[config.mk]
export PLATFORM = sky130hd
export DESIGN_NAME = congestion_window_sender_unit
export DESIGN_NICKNAME = d
export VERILOG_FILES = /design/src/hw/rtl/cws_pkg.sv /design/src/hw/rtl/cws_cfg_regs.sv /design/src/hw/rtl/cws_serial_div.sv /design/src/hw/rtl/cws_event_ctrl.sv /design/src/hw/rtl/congestion_window_sender_unit.sv
export VERILOG_INCLUDE_DIRS = /design/src /design/src/hw/rtl
export SDC_FILE = /design/constraint.sdc
export NUM_CORES = 2
export LEC_CHECK = 0
export BUFFER_PORTS_ARGS = -buffer_cell sky130_fd_sc_hd__buf_2
export CAP_MARGIN = 10
export CELL_PAD_IN_SITES_DETAIL_PLACEMENT = 1
export CELL_PAD_IN_SITES_GLOBAL_PLACEMENT = 1
export CORE_UTILIZATION = 51
export CTS_BUF_LIST = sky130_fd_sc_hd__clkbuf_4 sky130_fd_sc_hd__clkbuf_8
export DETAILED_ROUTE_END_ITERATION = 12
export PLACE_DENSITY_LB_ADDON = 0.1
export SLEW_MARGIN = 5
export SYNTH_ARGS = -nofsm -noshare
export SYNTH_HDL_FRONTEND = slang
export SYNTH_HIERARCHICAL = 1
export SYNTH_SLANG_ARGS = --single-unit
[constraint.sdc]
create_clock -name clk -period 10.41 [get_ports clk]
set_clock_uncertainty 0.2 [all_clocks]
set_input_delay 1.5615 -clock clk [delete_from_list [all_inputs] [get_ports clk]]
set_output_delay 1.5615 -clock clk [all_outputs]
set_load 0.05 [all_outputs]
[src/hw/rtl/congestion_window_sender_unit_defines.svh]
// Assertion macros for the congestion window sender unit.
// Included by files that carry concurrent checks; needs no package.
`ifndef CONGESTION_WINDOW_SENDER_UNIT_DEFINES_SVH
`define CONGESTION_WINDOW_SENDER_UNIT_DEFINES_SVH

`ifndef SYNTHESIS
// same-cycle implication
`define CWS_ASSERT_IMPLIES(label, clk, rst, ante, cons, msg) \
  label: assert property (@(posedge clk) disable iff (rst) (ante) |-> (cons)) \
    else $error(msg);
// next-cycle implication
`define CWS_ASSERT_NEXT(label, clk, rst, ante, cons, msg) \
  label: assert property (@(posedge clk) disable iff (rst) (ante) |=> (cons)) \
    else $error(msg);
`else
`define CWS_ASSERT_IMPLIES(label, clk, rst, ante, cons, msg)
`define CWS_ASSERT_NEXT(label, clk, rst, ante, cons, msg)
`endif

`endif

[src/hw/rtl/cws_pkg.sv]
// Shared types, codes and constants of the congestion window sender unit.
// No dependencies; imported by every module of the block.
`timescale 1ns / 1ps

package cws_pkg;

  localparam int SeqW     = 16;
  localparam int WideW    = 32;
  localparam int SegW     = 11;
  localparam int IseqW    = 13;
  localparam int ModW     = SeqW + 1;      // max_sequence + 1 needs one more bit
  localparam int SqW      = 2 * SegW;      // segment_size squared
  localparam int GrowW    = SqW + 1;
  localparam int ActW     = 2;
  localparam int CfgIdxW  = 3;
  localparam int CfgDataW = 32;
  localparam int DivW     = 32;            // dividend width of the serial divider
  localparam int DivCntW  = $clog2(DivW);

  // event codes
  localparam logic [ActW-1:0] ACT_SEND    = 2'd0;
  localparam logic [ActW-1:0] ACT_ACK     = 2'd1;
  localparam logic [ActW-1:0] ACT_TIMEOUT = 2'd2;

  // register indexes
  localparam logic [CfgIdxW-1:0] CFG_SEGMENT_SIZE      = 3'd0;
  localparam logic [CfgIdxW-1:0] CFG_MIN_WINDOW        = 3'd1;
  localparam logic [CfgIdxW-1:0] CFG_INITIAL_THRESHOLD = 3'd2;
  localparam logic [CfgIdxW-1:0] CFG_MAX_WINDOW        = 3'd3;
  localparam logic [CfgIdxW-1:0] CFG_MAX_SEQUENCE      = 3'd4;
  localparam logic [CfgIdxW-1:0] CFG_TRANSFER_LENGTH   = 3'd5;
  localparam logic [CfgIdxW-1:0] CFG_INITIAL_SEQUENCE  = 3'd6;

  // reset values
  localparam logic [SegW-1:0]  RST_SEGMENT_SIZE      = 11'd512;
  localparam logic [SeqW-1:0]  RST_MIN_WINDOW        = 16'd512;
  localparam logic [SeqW-1:0]  RST_INITIAL_THRESHOLD = 16'd10240;
  localparam logic [SeqW-1:0]  RST_MAX_WINDOW        = 16'd15360;
  localparam logic [SeqW-1:0]  RST_MAX_SEQUENCE      = 16'd25600;
  localparam logic [WideW-1:0] RST_TRANSFER_LENGTH   = 32'd0;
  localparam logic [IseqW-1:0] RST_INITIAL_SEQUENCE  = 13'd0;

  localparam logic [SeqW-1:0] THRESH_FLOOR = 16'd1024;

  typedef struct packed {
    logic [ActW-1:0] action;
    logic [SeqW-1:0] ack_number;
  } event_item_t;

  typedef struct packed {
    logic            segment_valid;
    logic [SeqW-1:0] segment_sequence;
    logic [SegW-1:0] segment_length;
    logic [SeqW-1:0] window_size;
    logic [SeqW-1:0] threshold_now;
    logic            in_slow_start;
    logic            transfer_done;
  } result_item_t;

  typedef struct packed {
    logic                en;
    logic [CfgIdxW-1:0]  index;
    logic [CfgDataW-1:0] data;
  } cfg_write_t;

  typedef struct packed {
    logic [SegW-1:0]  segment_size;
    logic [SeqW-1:0]  min_window;
    logic [SeqW-1:0]  initial_threshold;
    logic [SeqW-1:0]  max_window;
    logic [SeqW-1:0]  max_sequence;
    logic [WideW-1:0] transfer_length;
    logic [IseqW-1:0] initial_sequence;
  } cfg_t;

  typedef struct packed {
    logic            start;
    logic [DivW-1:0] dividend;
    logic [ModW-1:0] divisor;
  } div_req_t;

  typedef struct packed {
    logic            done;
    logic [DivW-1:0] quotient;
    logic [ModW-1:0] remainder;
  } div_rsp_t;

  typedef struct packed {
    logic         push;
    result_item_t item;
  } fin_t;

endpackage

[src/hw/rtl/cws_cfg_regs.sv]
// Configuration register file of the congestion window sender unit.
// Depends on cws_pkg.
`timescale 1ns / 1ps

module cws_cfg_regs import cws_pkg::*; (
  input  logic       clk,
  input  logic       rst,
  input  cfg_write_t cfg_wr,
  output cfg_t       cfg
);

  always_ff @(posedge clk) begin
    if (rst) begin
      cfg.segment_size      <= RST_SEGMENT_SIZE;
      cfg.min_window        <= RST_MIN_WINDOW;
      cfg.initial_threshold <= RST_INITIAL_THRESHOLD;
      cfg.max_window        <= RST_MAX_WINDOW;
      cfg.max_sequence      <= RST_MAX_SEQUENCE;
      cfg.transfer_length   <= RST_TRANSFER_LENGTH;
      cfg.initial_sequence  <= RST_INITIAL_SEQUENCE;
    end else if (cfg_wr.en) begin
      unique case (cfg_wr.index)
        CFG_SEGMENT_SIZE:      cfg.segment_size      <= cfg_wr.data[SegW-1:0];
        CFG_MIN_WINDOW:        cfg.min_window        <= cfg_wr.data[SeqW-1:0];
        CFG_INITIAL_THRESHOLD: cfg.initial_threshold <= cfg_wr.data[SeqW-1:0];
        CFG_MAX_WINDOW:        cfg.max_window        <= cfg_wr.data[SeqW-1:0];
        CFG_MAX_SEQUENCE:      cfg.max_sequence      <= cfg_wr.data[SeqW-1:0];
        CFG_TRANSFER_LENGTH:   cfg.transfer_length   <= cfg_wr.data[WideW-1:0];
        CFG_INITIAL_SEQUENCE:  cfg.initial_sequence  <= cfg_wr.data[IseqW-1:0];
        default: ;  // unused index, dropped
      endcase
    end
  end

endmodule

[src/hw/rtl/cws_serial_div.sv]
// Bit-serial restoring divider: one quotient bit per cycle.
// Depends on cws_pkg.
`timescale 1ns / 1ps

module cws_serial_div import cws_pkg::*; (
  input  logic     clk,
  input  logic     rst,
  input  div_req_t req,
  output div_rsp_t rsp
);

  logic               busy;
  logic               done;
  logic [DivCntW-1:0] cnt;
  logic [DivW-1:0]    quo;   // dividend shifts out at the top, quotient in at the bottom
  logic [ModW-1:0]    rem;
  logic [ModW-1:0]    dsr;
  logic [ModW:0]      trial;
  logic [ModW:0]      diff;
  logic               take;

  assign trial = {rem, quo[DivW-1]};
  assign diff  = trial - {1'b0, dsr};
  assign take  = trial >= {1'b0, dsr};

  always_ff @(posedge clk) begin
    if (rst) begin
      busy <= 1'b0;
      done <= 1'b0;
    end else begin
      done <= 1'b0;
      if (req.start) begin
        busy <= 1'b1;
      end else if (busy && cnt == '0) begin
        busy <= 1'b0;
        done <= 1'b1;
      end
    end
  end

  always_ff @(posedge clk) begin
    if (req.start) begin
      quo <= req.dividend;
      rem <= '0;
      dsr <= req.divisor;
      cnt <= DivCntW'(DivW - 1);
    end else if (busy) begin
      quo <= {quo[DivW-2:0], take};
      rem <= take ? diff[ModW-1:0] : trial[ModW-1:0];
      cnt <= cnt - 1'b1;
    end
  end

  assign rsp.done      = done;
  assign rsp.quotient  = quo;
  assign rsp.remainder = rem;

endmodule

[src/hw/rtl/cws_event_ctrl.sv]
// Event sequencer: window, threshold, sequence and base state plus the per-event flow.
// Depends on cws_pkg; drives the serial divider through div_req_t / div_rsp_t.
`timescale 1ns / 1ps

module cws_event_ctrl import cws_pkg::*; (
  input  logic        clk,
  input  logic        rst,
  input  logic        event_valid,
  output logic        event_stall,
  input  event_item_t event_item,
  input  cfg_t        cfg,
  input  cfg_write_t  cfg_wr,
  output div_req_t    div_req,
  input  div_rsp_t    div_rsp,
  input  logic        out_free,
  output fin_t        fin
);

  typedef enum logic [4:0] {
    ST_IDLE = 5'b00001,
    ST_PREP = 5'b00010,
    ST_EVAL = 5'b00100,
    ST_DIV  = 5'b01000,
    ST_FIN  = 5'b10000
  } state_t;

  state_t state, state_next;

  // architectural state
  logic             avoid;
  logic [SeqW-1:0]  cw;
  logic [SeqW-1:0]  ssth;
  logic [SeqW-1:0]  ns;
  logic [WideW-1:0] wo;
  logic [WideW-1:0] wb;

  // per-transaction work registers
  logic [ActW-1:0]  act;
  logic [SeqW-1:0]  ack;
  logic [WideW-1:0] sent_r;
  logic [WideW:0]   abs_next_r;
  logic [WideW:0]   abs_lim_r;
  logic [WideW-1:0] acked_r;
  logic [SqW-1:0]   sq_r;
  logic             seg_valid_r;
  logic [SeqW-1:0]  seq_r;
  logic [SegW-1:0]  len_r;
  logic [ModW-1:0]  s_r;
  logic             neg_r;

  logic [ModW-1:0]  modulus;
  logic [WideW-1:0] remain_base;
  logic [WideW-1:0] remain;
  logic [SegW-1:0]  len_pick;
  logic             has_room;
  logic             send_ok;
  logic             rto_ok;
  logic [WideW-1:0] wb_ack;
  logic [SeqW-1:0]  half;
  logic [SeqW-1:0]  ssth_rto;
  logic             wb_ge_wo;
  logic [WideW-1:0] rto_diff;
  logic [ModW-1:0]  s_send;
  logic [SqW-1:0]   grow_inc;
  logic [GrowW-1:0] grow_sum;
  logic [SeqW-1:0]  cw_grown;
  logic             need_div;
  logic [ModW-1:0]  mod_minus;
  logic [SeqW-1:0]  rto_seq;
  logic [WideW-1:0] wo_wrap;
  logic [WideW-1:0] sent_now;
  logic [WideW:0]   abs_now;
  logic             done_now;

  assign modulus     = {1'b0, cfg.max_sequence} + ModW'(1);
  assign event_stall = (state != ST_IDLE);

  // EVAL: window and length checks
  always_comb begin
    remain_base = (act == ACT_TIMEOUT) ? acked_r : sent_r;
    remain      = cfg.transfer_length - remain_base;
    len_pick    = (remain < WideW'(cfg.segment_size)) ? remain[SegW-1:0] : cfg.segment_size;
    has_room    = remain_base < cfg.transfer_length;
    send_ok     = has_room && (abs_next_r < abs_lim_r) && (len_pick != '0);
    rto_ok      = has_room && (len_pick != '0);
    s_send      = {1'b0, ns} + ModW'(len_pick);
    wb_ack      = (ack > ns) ? wo + WideW'(ack) - WideW'(modulus) : wo + WideW'(ack);
    half        = cw >> 1;
    ssth_rto    = (half > THRESH_FLOOR) ? half : THRESH_FLOOR;
    wb_ge_wo    = wb >= wo;
    rto_diff    = wb_ge_wo ? wb - wo : wo - wb;
  end

  // one adder for all window growth: slow start step, zero-window square, divider quotient
  always_comb begin
    if (state == ST_DIV)
      grow_inc = div_rsp.quotient[SqW-1:0];
    else if (avoid)
      grow_inc = sq_r;
    else
      grow_inc = SqW'(cfg.segment_size);
    grow_sum = GrowW'(cw) + GrowW'(grow_inc);
    cw_grown = (grow_sum < GrowW'(cfg.max_window)) ? grow_sum[SeqW-1:0] : cfg.max_window;
  end

  always_comb begin
    case (act)
      ACT_SEND:    need_div = send_ok;
      ACT_ACK:     need_div = avoid && (cw != '0);
      ACT_TIMEOUT: need_div = rto_ok;
      default:     need_div = 1'b0;
    endcase
    div_req.start    = (state == ST_EVAL) && need_div;
    div_req.dividend = (act == ACT_SEND) ? DivW'(s_send) :
                       (act == ACT_ACK)  ? DivW'(sq_r)   : rto_diff;
    div_req.divisor  = (act == ACT_ACK) ? ModW'(cw) : modulus;
  end

  // DIV completion
  always_comb begin
    mod_minus = modulus - div_rsp.remainder;
    if (!neg_r)
      rto_seq = div_rsp.remainder[SeqW-1:0];
    else if (div_rsp.remainder != '0)
      rto_seq = mod_minus[SeqW-1:0];
    else
      rto_seq = '0;
    wo_wrap = wo + WideW'(s_r - div_rsp.remainder);
  end

  // FIN: completion flag on the updated state
  always_comb begin
    sent_now = wo + WideW'(ns) - WideW'(cfg.initial_sequence);
    abs_now  = (WideW+1)'(wo) + (WideW+1)'(ns);
    done_now = (sent_now >= cfg.transfer_length) && ((WideW+1)'(wb) >= abs_now);
    fin.push                  = (state == ST_FIN) && out_free;
    fin.item.segment_valid    = seg_valid_r;
    fin.item.segment_sequence = seg_valid_r ? seq_r : '0;
    fin.item.segment_length   = seg_valid_r ? len_r : '0;
    fin.item.window_size      = cw;
    fin.item.threshold_now    = ssth;
    fin.item.in_slow_start    = !avoid;
    fin.item.transfer_done    = done_now;
  end

  always_comb begin
    state_next = state;
    unique case (state)
      ST_IDLE: if (event_valid) state_next = ST_PREP;
      ST_PREP: state_next = ST_EVAL;
      ST_EVAL: state_next = need_div ? ST_DIV : ST_FIN;
      ST_DIV:  if (div_rsp.done) state_next = ST_FIN;
      ST_FIN:  if (out_free) state_next = ST_IDLE;
      default: state_next = ST_IDLE;
    endcase
  end

  always_ff @(posedge clk) begin
    if (rst) begin
      state <= ST_IDLE;
      avoid <= 1'b0;
      cw    <= RST_MIN_WINDOW;
      ssth  <= RST_INITIAL_THRESHOLD;
      ns    <= SeqW'(RST_INITIAL_SEQUENCE);
      wo    <= '0;
      wb    <= WideW'(RST_INITIAL_SEQUENCE);
    end else begin
      state <= state_next;
      unique case (state)
        ST_EVAL: begin
          case (act)
            ACT_ACK: begin
              wb <= wb_ack;
              if (!avoid) begin
                if (cw < ssth) cw <= cw_grown;
                else avoid <= 1'b1;
              end else if (cw == '0) begin
                cw <= cw_grown;  // zero window: step is the full square
              end
            end
            ACT_TIMEOUT: begin
              ssth  <= ssth_rto;
              cw    <= cfg.min_window;
              avoid <= 1'b0;
            end
            default: ;
          endcase
        end
        ST_DIV: begin
          if (div_rsp.done) begin
            case (act)
              ACT_SEND: begin
                wo <= wo_wrap;
                ns <= div_rsp.remainder[SeqW-1:0];
              end
              ACT_ACK: cw <= cw_grown;
              default: ;
            endcase
          end
        end
        default: ;
      endcase
      if (cfg_wr.en) begin
        unique case (cfg_wr.index)
          CFG_MIN_WINDOW:        cw   <= cfg_wr.data[SeqW-1:0];
          CFG_INITIAL_THRESHOLD: ssth <= cfg_wr.data[SeqW-1:0];
          CFG_INITIAL_SEQUENCE: begin
            ns <= SeqW'(cfg_wr.data[IseqW-1:0]);
            wb <= WideW'(cfg_wr.data[IseqW-1:0]);
            wo <= '0;
          end
          default: ;
        endcase
      end
    end
  end

  always_ff @(posedge clk) begin
    unique case (state)
      ST_IDLE: begin
        if (event_valid) begin
          act <= event_item.action;
          ack <= event_item.ack_number;
        end
      end
      ST_PREP: begin
        sent_r     <= wo + WideW'(ns) - WideW'(cfg.initial_sequence);
        abs_next_r <= (WideW+1)'(wo) + (WideW+1)'(ns);
        abs_lim_r  <= (WideW+1)'(wb) + (WideW+1)'(cw);
        acked_r    <= wb - WideW'(cfg.initial_sequence);
        sq_r       <= SqW'(cfg.segment_size) * SqW'(cfg.segment_size);
      end
      ST_EVAL: begin
        seg_valid_r <= ((act == ACT_SEND) && send_ok) || ((act == ACT_TIMEOUT) && rto_ok);
        seq_r       <= ns;
        len_r       <= len_pick;
        s_r         <= s_send;
        neg_r       <= !wb_ge_wo;
      end
      ST_DIV: begin
        if (div_rsp.done && act == ACT_TIMEOUT) seq_r <= rto_seq;
      end
      default: ;
    endcase
  end

endmodule

[src/hw/rtl/congestion_window_sender_unit.sv]
// Congestion window sender unit (slow start / avoidance / timeout): top level.
// Event channel in, result channel out (valid/stall), plain config write port.
// Steps: an event taken in IDLE passes PREP and EVAL, then DIV when a division is
//   needed (not for no segment, slow-start or zero-window ack, ignored code),
//   then FIN, which loads the output register once it is free; the 32-step
//   bit-serial divider (sequence wrap, retransmit sequence, avoidance growth) makes the slow path.
// The next event is taken while a finished result still waits in the output
//   register; the sequencer only holds in its last step if that register is
//   still full and stalled, and event_stall stays high until it drains.
// A stalled result holds its payload; nothing is dropped or repeated.
// Reset (rst, synchronous): registers back to their defaults, window and
//   threshold reloaded, sequence and base at the initial sequence, no result.
// Config writes take effect at once; issue them only while the unit is idle.
// Depends on cws_pkg and the assertion macro header.
`timescale 1ns / 1ps
`include "congestion_window_sender_unit_defines.svh"

module congestion_window_sender_unit import cws_pkg::*; (
  input  logic                clk,
  input  logic                rst,
  // event channel
  input  logic                event_valid,
  output logic                event_stall,
  input  event_item_t         event_item,
  // result channel
  output logic                result_valid,
  input  logic                result_stall,
  output result_item_t        result_item,
  // configuration writes
  input  logic                cfg_wr_en,
  input  logic [CfgIdxW-1:0]  cfg_index,
  input  logic [CfgDataW-1:0] cfg_data
);

  cfg_write_t cfg_wr;
  cfg_t       cfg;
  div_req_t   div_req;
  div_rsp_t   div_rsp;
  fin_t       fin;
  logic       out_free;

  assign cfg_wr.en    = cfg_wr_en;
  assign cfg_wr.index = cfg_index;
  assign cfg_wr.data  = cfg_data;

  cws_cfg_regs u_cfg (
    .clk    (clk),
    .rst    (rst),
    .cfg_wr (cfg_wr),
    .cfg    (cfg)
  );

  // shared by sequence wrap, retransmit sequence and avoidance growth
  cws_serial_div u_div (
    .clk (clk),
    .rst (rst),
    .req (div_req),
    .rsp (div_rsp)
  );

  cws_event_ctrl u_ctrl (
    .clk         (clk),
    .rst         (rst),
    .event_valid (event_valid),
    .event_stall (event_stall),
    .event_item  (event_item),
    .cfg         (cfg),
    .cfg_wr      (cfg_wr),
    .div_req     (div_req),
    .div_rsp     (div_rsp),
    .out_free    (out_free),
    .fin         (fin)
  );

  // Output register: free when empty or being taken this cycle.
  assign out_free = !result_valid || !result_stall;

  always_ff @(posedge clk) begin
    if (rst) begin
      result_valid <= 1'b0;
    end else if (fin.push) begin
      result_valid <= 1'b1;
    end else if (!result_stall) begin
      result_valid <= 1'b0;
    end
  end

  always_ff @(posedge clk) begin
    if (fin.push) result_item <= fin.item;
  end

  // sequencer never overwrites a result that is still waiting
  `CWS_ASSERT_IMPLIES(a_push_into_free, clk, rst, fin.push, !result_valid || !result_stall, "result overwritten while stalled")
  // one event at a time: a transaction closes the event channel next cycle
  `CWS_ASSERT_NEXT(a_one_in_flight, clk, rst, event_valid && !event_stall, event_stall, "second event taken while busy")
  // no segment means zeroed segment fields
  `CWS_ASSERT_IMPLIES(a_empty_segment, clk, rst, result_valid && !result_item.segment_valid, result_item.segment_length == '0 && result_item.segment_sequence == '0, "segment fields set without a segment")

endmodule

# Yosys cells after proc, flatten, opt, wreduce, memory -nomap -nowiden

Cells that the tools add are included.

Bits in registers: 574
Bits of input ports: 58
Output and inout bits: 64
Logic and storage cells: 187

Add/subtract/negate cells: 18
Multiply operators: 1
Order comparisons: 11
Eq/ne operators: 19
Mux-type cells: 59
Reductions and logical operators: 39

Operator list:

| cell                                          | count |
|---|---|
| 2-to-1 mux 32 bit                             | 16 |
| 2-to-1 mux 16 bit                             | 21 |
| case mux 16 bit (2 select lines)              | 3 |
| subtractor 32 bit                             | 3 |
| adder 32 x 16 -> 33 bit                       | 2 |
| adder 32 x 16 -> 32 bit                       | 2 |
| greater-or-equal comparator 32 bit            | 2 |
| subtractor 32 x 13 -> 32 bit                  | 2 |
| 2-to-1 mux 22 bit                             | 2 |
| greater-or-equal comparator 32 x 33 -> 1 bit  | 1 |
| < comparator 33 bit                           | 1 |
| adder 32 bit                                  | 1 |
| < comparator 32 x 11 -> 1 bit                 | 1 |
| < comparator 32 bit                           | 1 |
| subtractor 32 x 17 -> 32 bit                  | 1 |
| case mux 5 bit (5 select lines)               | 1 |
| adder 16 x 22 -> 23 bit                       | 1 |
| < comparator 23 x 16 -> 1 bit                 | 1 |
| multiplier 11 x 11 -> 22 bit                  | 1 |
| 2-to-1 mux 5 bit                              | 4 |
| greater-or-equal comparator 18 x 17 -> 1 bit  | 1 |
| AND reduction 2 bit                           | 9 |
| subtractor 17 x 17 -> 18 bit                  | 1 |
| adder 16 x 1 -> 17 bit, second input constant | 1 |
| other kinds (39)                              | 68 |

# Depth between registers and ports, before layout

Depth after elaboration: 11
Gate-level depth with buffers: 43
Mapped depth without buffers: 38

# Hierarchy

Netlist, hierarchy kept.

By module, submodules not included:

| module                        | times used | cells an instance | area each (um^2) | seq. area each (um^2) |
|---|---|---|---|---|
| cws_event_ctrl                | 1          | 4522              | 37493.5          | 8818.5 |
| cws_cfg_regs                  | 1          | 443               | 4951.0           | 2402.3 |
| cws_serial_div                | 1          | 352               | 3938.8           | 1951.9 |
| congestion_window_sender_unit | 1          | 66                | 1894.3           | 1881.8 |

# Least setup slack after synthesis

Ideal clock, no wire load.

Path kind: reg2reg
Start: register u_ctrl.act[0]
End: register u_div.quo[0] (enable)
Library setup time: 387 ps
Arrival: 8546 ps
Path slack: 1277 ps
Stages on the path, launching flop included: 32
Buffers on the path: 7
Cells stage by stage: edfxtp_1 inv_1 ha_1 clkbuf_1 clkbuf_1 clkbuf_1 buf_1 mux2i_1 ha_1 nor2b_1 o31a_1 nor2_1 o21ai_0 a21boi_0 xnor2_1 ha_1 a221oi_1 o2111ai_1 nor4_1 o2111ai_1 a2111oi_1 o2111ai_1 or4_1 or4b_1 buf_2 mux2i_1 a31oi_1 nor3_1 clkbuf_1 nor2_1 clkbuf_1 inv_1

RTL lines:

| element                  | line                  | source |
|---|---|---|
| start: declaration       | cws_event_ctrl.sv:38  | `logic [ActW-1:0] act;` |
| start signal: assignment | cws_event_ctrl.sv:222 | `act <= event_item.action;` |
| end signal: assignment   | cws_serial_div.sv:43  | `quo <= req.dividend;` |
| end signal: assignment   | cws_serial_div.sv:48  | `quo <= {quo[DivW-2:0], take};` |
| end: declaration         | cws_serial_div.sv:15  | `logic [DivW-1:0] quo;` |

==> flow_metrics.py <==
metrics = {
    "setup_path": {
        "setup.worst_path.end": "u_div/quo[16]",
        "critPathMaxStageDelay_ns": 0.64,
        "crit_top_cell": "o21ai_0",
        "cp.depth": 35,
        "r2r-start": "u_ctrl/act[0]",
        "reg2reg_depth": 35,
        "cpLargestDelayFamily": "compound AO/OA/AOI/OAI gates",
        "cp_max_fo": 8,
        "r2r_end": "u_div/quo[16]",
        "critPathLaunchType": "flip-flop",
        "cp_num_buf_inv": 3,
        "rrSetupSlack_ns": 0.67,
        "crit_type": "flip-flop to flip-flop",
        "critical_path_required_ns": 10.72,
        "arrival_ns": 10.05,
        "crit_start": "u_ctrl/act[0]",
        "crit_path_end_kind": "flip-flop",
        "worst_path_max_delay_cell": "or4b_4",
    },
    "final_layout": {
        "regArea_um2": 14700,
        "n_fill_cell": 10800,
        "drive_above_1_share": 0.0986,
        "multi_input_area_um2": 30300,
        "area_growth_syn_to_layout_pct": 9.33,
        "fin_util": 0.566,
        "nets": 6135,
        "final_cell_count_no_fill": 6785,
    },
    "timing": {
        "fin_crit_ns": 9.74,
        "setup_violations": 0,
        "slew_violations": 0,
        "rsz0062_at_grt": "false",
        "fin_tns_setup_ns": 0,
        "hold_viol_final": 0,
        "max_freq_ghz": 0.103,
        "maxSlewHeadroom": 0.198,
        "finalCritPeriodShare": 0.935,
        "tightest_slew_ns": 1.20,
    },
    "global_routing": {
        "grt_max_degree": 104,
        "antenna_found_initial": 13,
        "grtUsageTotal": 0.401,
        "grt_overflow_total": 0,
        "grt_pass1_wl_um": 280000,
        "grt_pass1_vias": 43300,
    },
    "placement": {
        "gp_congestion": 0.975,
        "io_buffers": 121,
        "place_hpwl_um": 153000,
        "numPlacedInstances": 6582,
    },
    "floorplan": {
        "core_um2": 92100,
        "die_x_um": 308,
        "rows": 111,
        "dieHeight_um": 308,
        "dieArea_um2": 94700,
        "initial_core_util": 0.518,
        "ios": 122,
    },
    "synthesis": {
        "ys_warn_count": 6,
        "syn_area_um2": 47700,
        "synthCells": 5331,
        "syn_avg_cell_area_um2": 8.94,
        "synth_nets": 6020,
    },
    "clocking": {
        "path_clk_slew_ns": 0.06,
        "cts.htree.levels": 3,
        "cts_made_buffers": 105,
        "cts_tree": "built",
        "clock_path_buffers": 3,
        "clk_latency_ns": 0.81,
        "clock_sinks": 573,
        "cts_root_buf": "clkbuf_8",
        "cts_hold_buf": 0,
    },
    "run_status": {
        "outcome": "complete, no violations",
    },
    "power": {
        "irDropWorstVdd_v": 0.0000868,
        "power_density_nw_per_um2": 121,
        "p_leak_nw": 22.6,
    },
    "route": {
        "routed_wl_um": 193000,
        "wl_per_cell_um": 28.5,
        "vias": 43500,
        "route.detailed.drc": 0,
        "vias_per_cell": 6.41,
        "first_iter_violations": 4612,
        "first_pass_iters": 5,
        "detail-route-antenna-nets": 0,
    },
    "min_path": {
        "hold_class": "flip-flop to flip-flop",
    },
    "job": {
        "drv_cap": 0,
    },
}
metrics by stage:
step	hold slack, ns	area, um2	total power [mW]	setup slack, ns
6_report	0.248	52100	6.30	0.672
5_1_grt	0.265	52100	6.49	0.183
3_5_place_dp	0.241	49700	3.79	0.785
3_3_place_gp	0.223	49700	3.75	0.923
2_1_floorplan	0.208	47700	3.35	1.28
4_1_cts	0.251	52100	6.29	0.595
where the power goes:
group          switching (mW)  internal (mW)  leakage, nW  total, mW
Sequential             0.0443           2.45         5.01       2.49
Combinational           0.832          0.462         16.3       1.29
Clock                    1.10           1.41         1.27       2.52
Total                    1.98           4.33         22.6       6.30
state kept, by name, indices dropped and copies added (netlist names), 17 cells and up:
signal and cells:
u_ctrl/wo 32, u_ctrl/wb 32, u_ctrl/sent_r 32, u_div/rem 17
u_ctrl/sq_r 21, u_ctrl/s_r 17, u_div/quo 32, u_ctrl/acked_r 32
u_div/dsr 17, u_ctrl/abs_lim_r 33, u_ctrl/abs_next_r 33, u_cfg/cfg 104
result_item 62
worst min-delay path by stage:
stage / startpoint / endpoint / slack (ns) / cells past startpoint
floorplan: u_ctrl/ssth[10] / result_item[12] / 0.21 / 0
global placement: u_ctrl/ssth[10] / result_item[12] / 0.22 / 0
detailed placement: u_ctrl/ssth[10] / result_item[12] / 0.24 / 0
CTS: u_ctrl/ssth[10] / result_item[12] / 0.25 / 0
global route: u_ctrl/ssth[10] / result_item[12] / 0.27 / 0
finish: u_ctrl/ssth[10] / result_item[12] / 0.25 / 0
worst register-to-register path: cells and delay by family (launching register included):
| family | cells | cell delay, ns |
|---|---|---|
| adder cells (fa/ha/maj) | 4 | 1.16 |
| AO/OA/AOI/OAI | 17 | 4.20 |
| AND/OR/NAND/NOR | 7 | 1.84 |
| multiplexers | 3 | 0.97 |
| XOR/XNOR | 1 | 0.18 |
| buffers and inverters | 3 | 0.46 |
| flip-flops | 1 | 0.44 |
metal layers:
layer / global-route usage / vias to the layer above / routed length (um)
li1: - / 19300 / -
met1: 0.566 / 21800 / 84000
met2: 0.594 / 1991 / 81200
met3: 0.0807 / 369 / 19000
met4: 0.164 / 6 / 8890
met5: 0 / - / 37
final cells by class:
cell class	count	share of cell area
Clock buffer	157	0.0368
Timing Repair Buffer	214	0.0252
Clock inverter	42	0.00910
Inverter	476	0.0344
Antenna cell	4	0.000192
Tap cell	1243	0.0298
Multi-Input combinational cell	4076	0.582
Sequential cell	573	0.283
layout by cell type (no fill, tap or decap), types with 169 or more instances in the layout:
master      n
a21oi_1   409
nand2b_1  169
ha_1      539
xnor2_1   252
dfxtp_1   247
nor2_1    356
mux2i_1   177
edfxtp_1  326
nand2_1   431
o21ai_0   242
inv_1     469
what timing repair did:
| action | 4_1_cts | 5_1_grt |
|---|---|---|
| buffers inserted | 0 | 0 |
| setup endpoints to repair | 0 | 2 |
| gates resized for setup | 0 | 2 |
(Power assumes the default switching activity.)
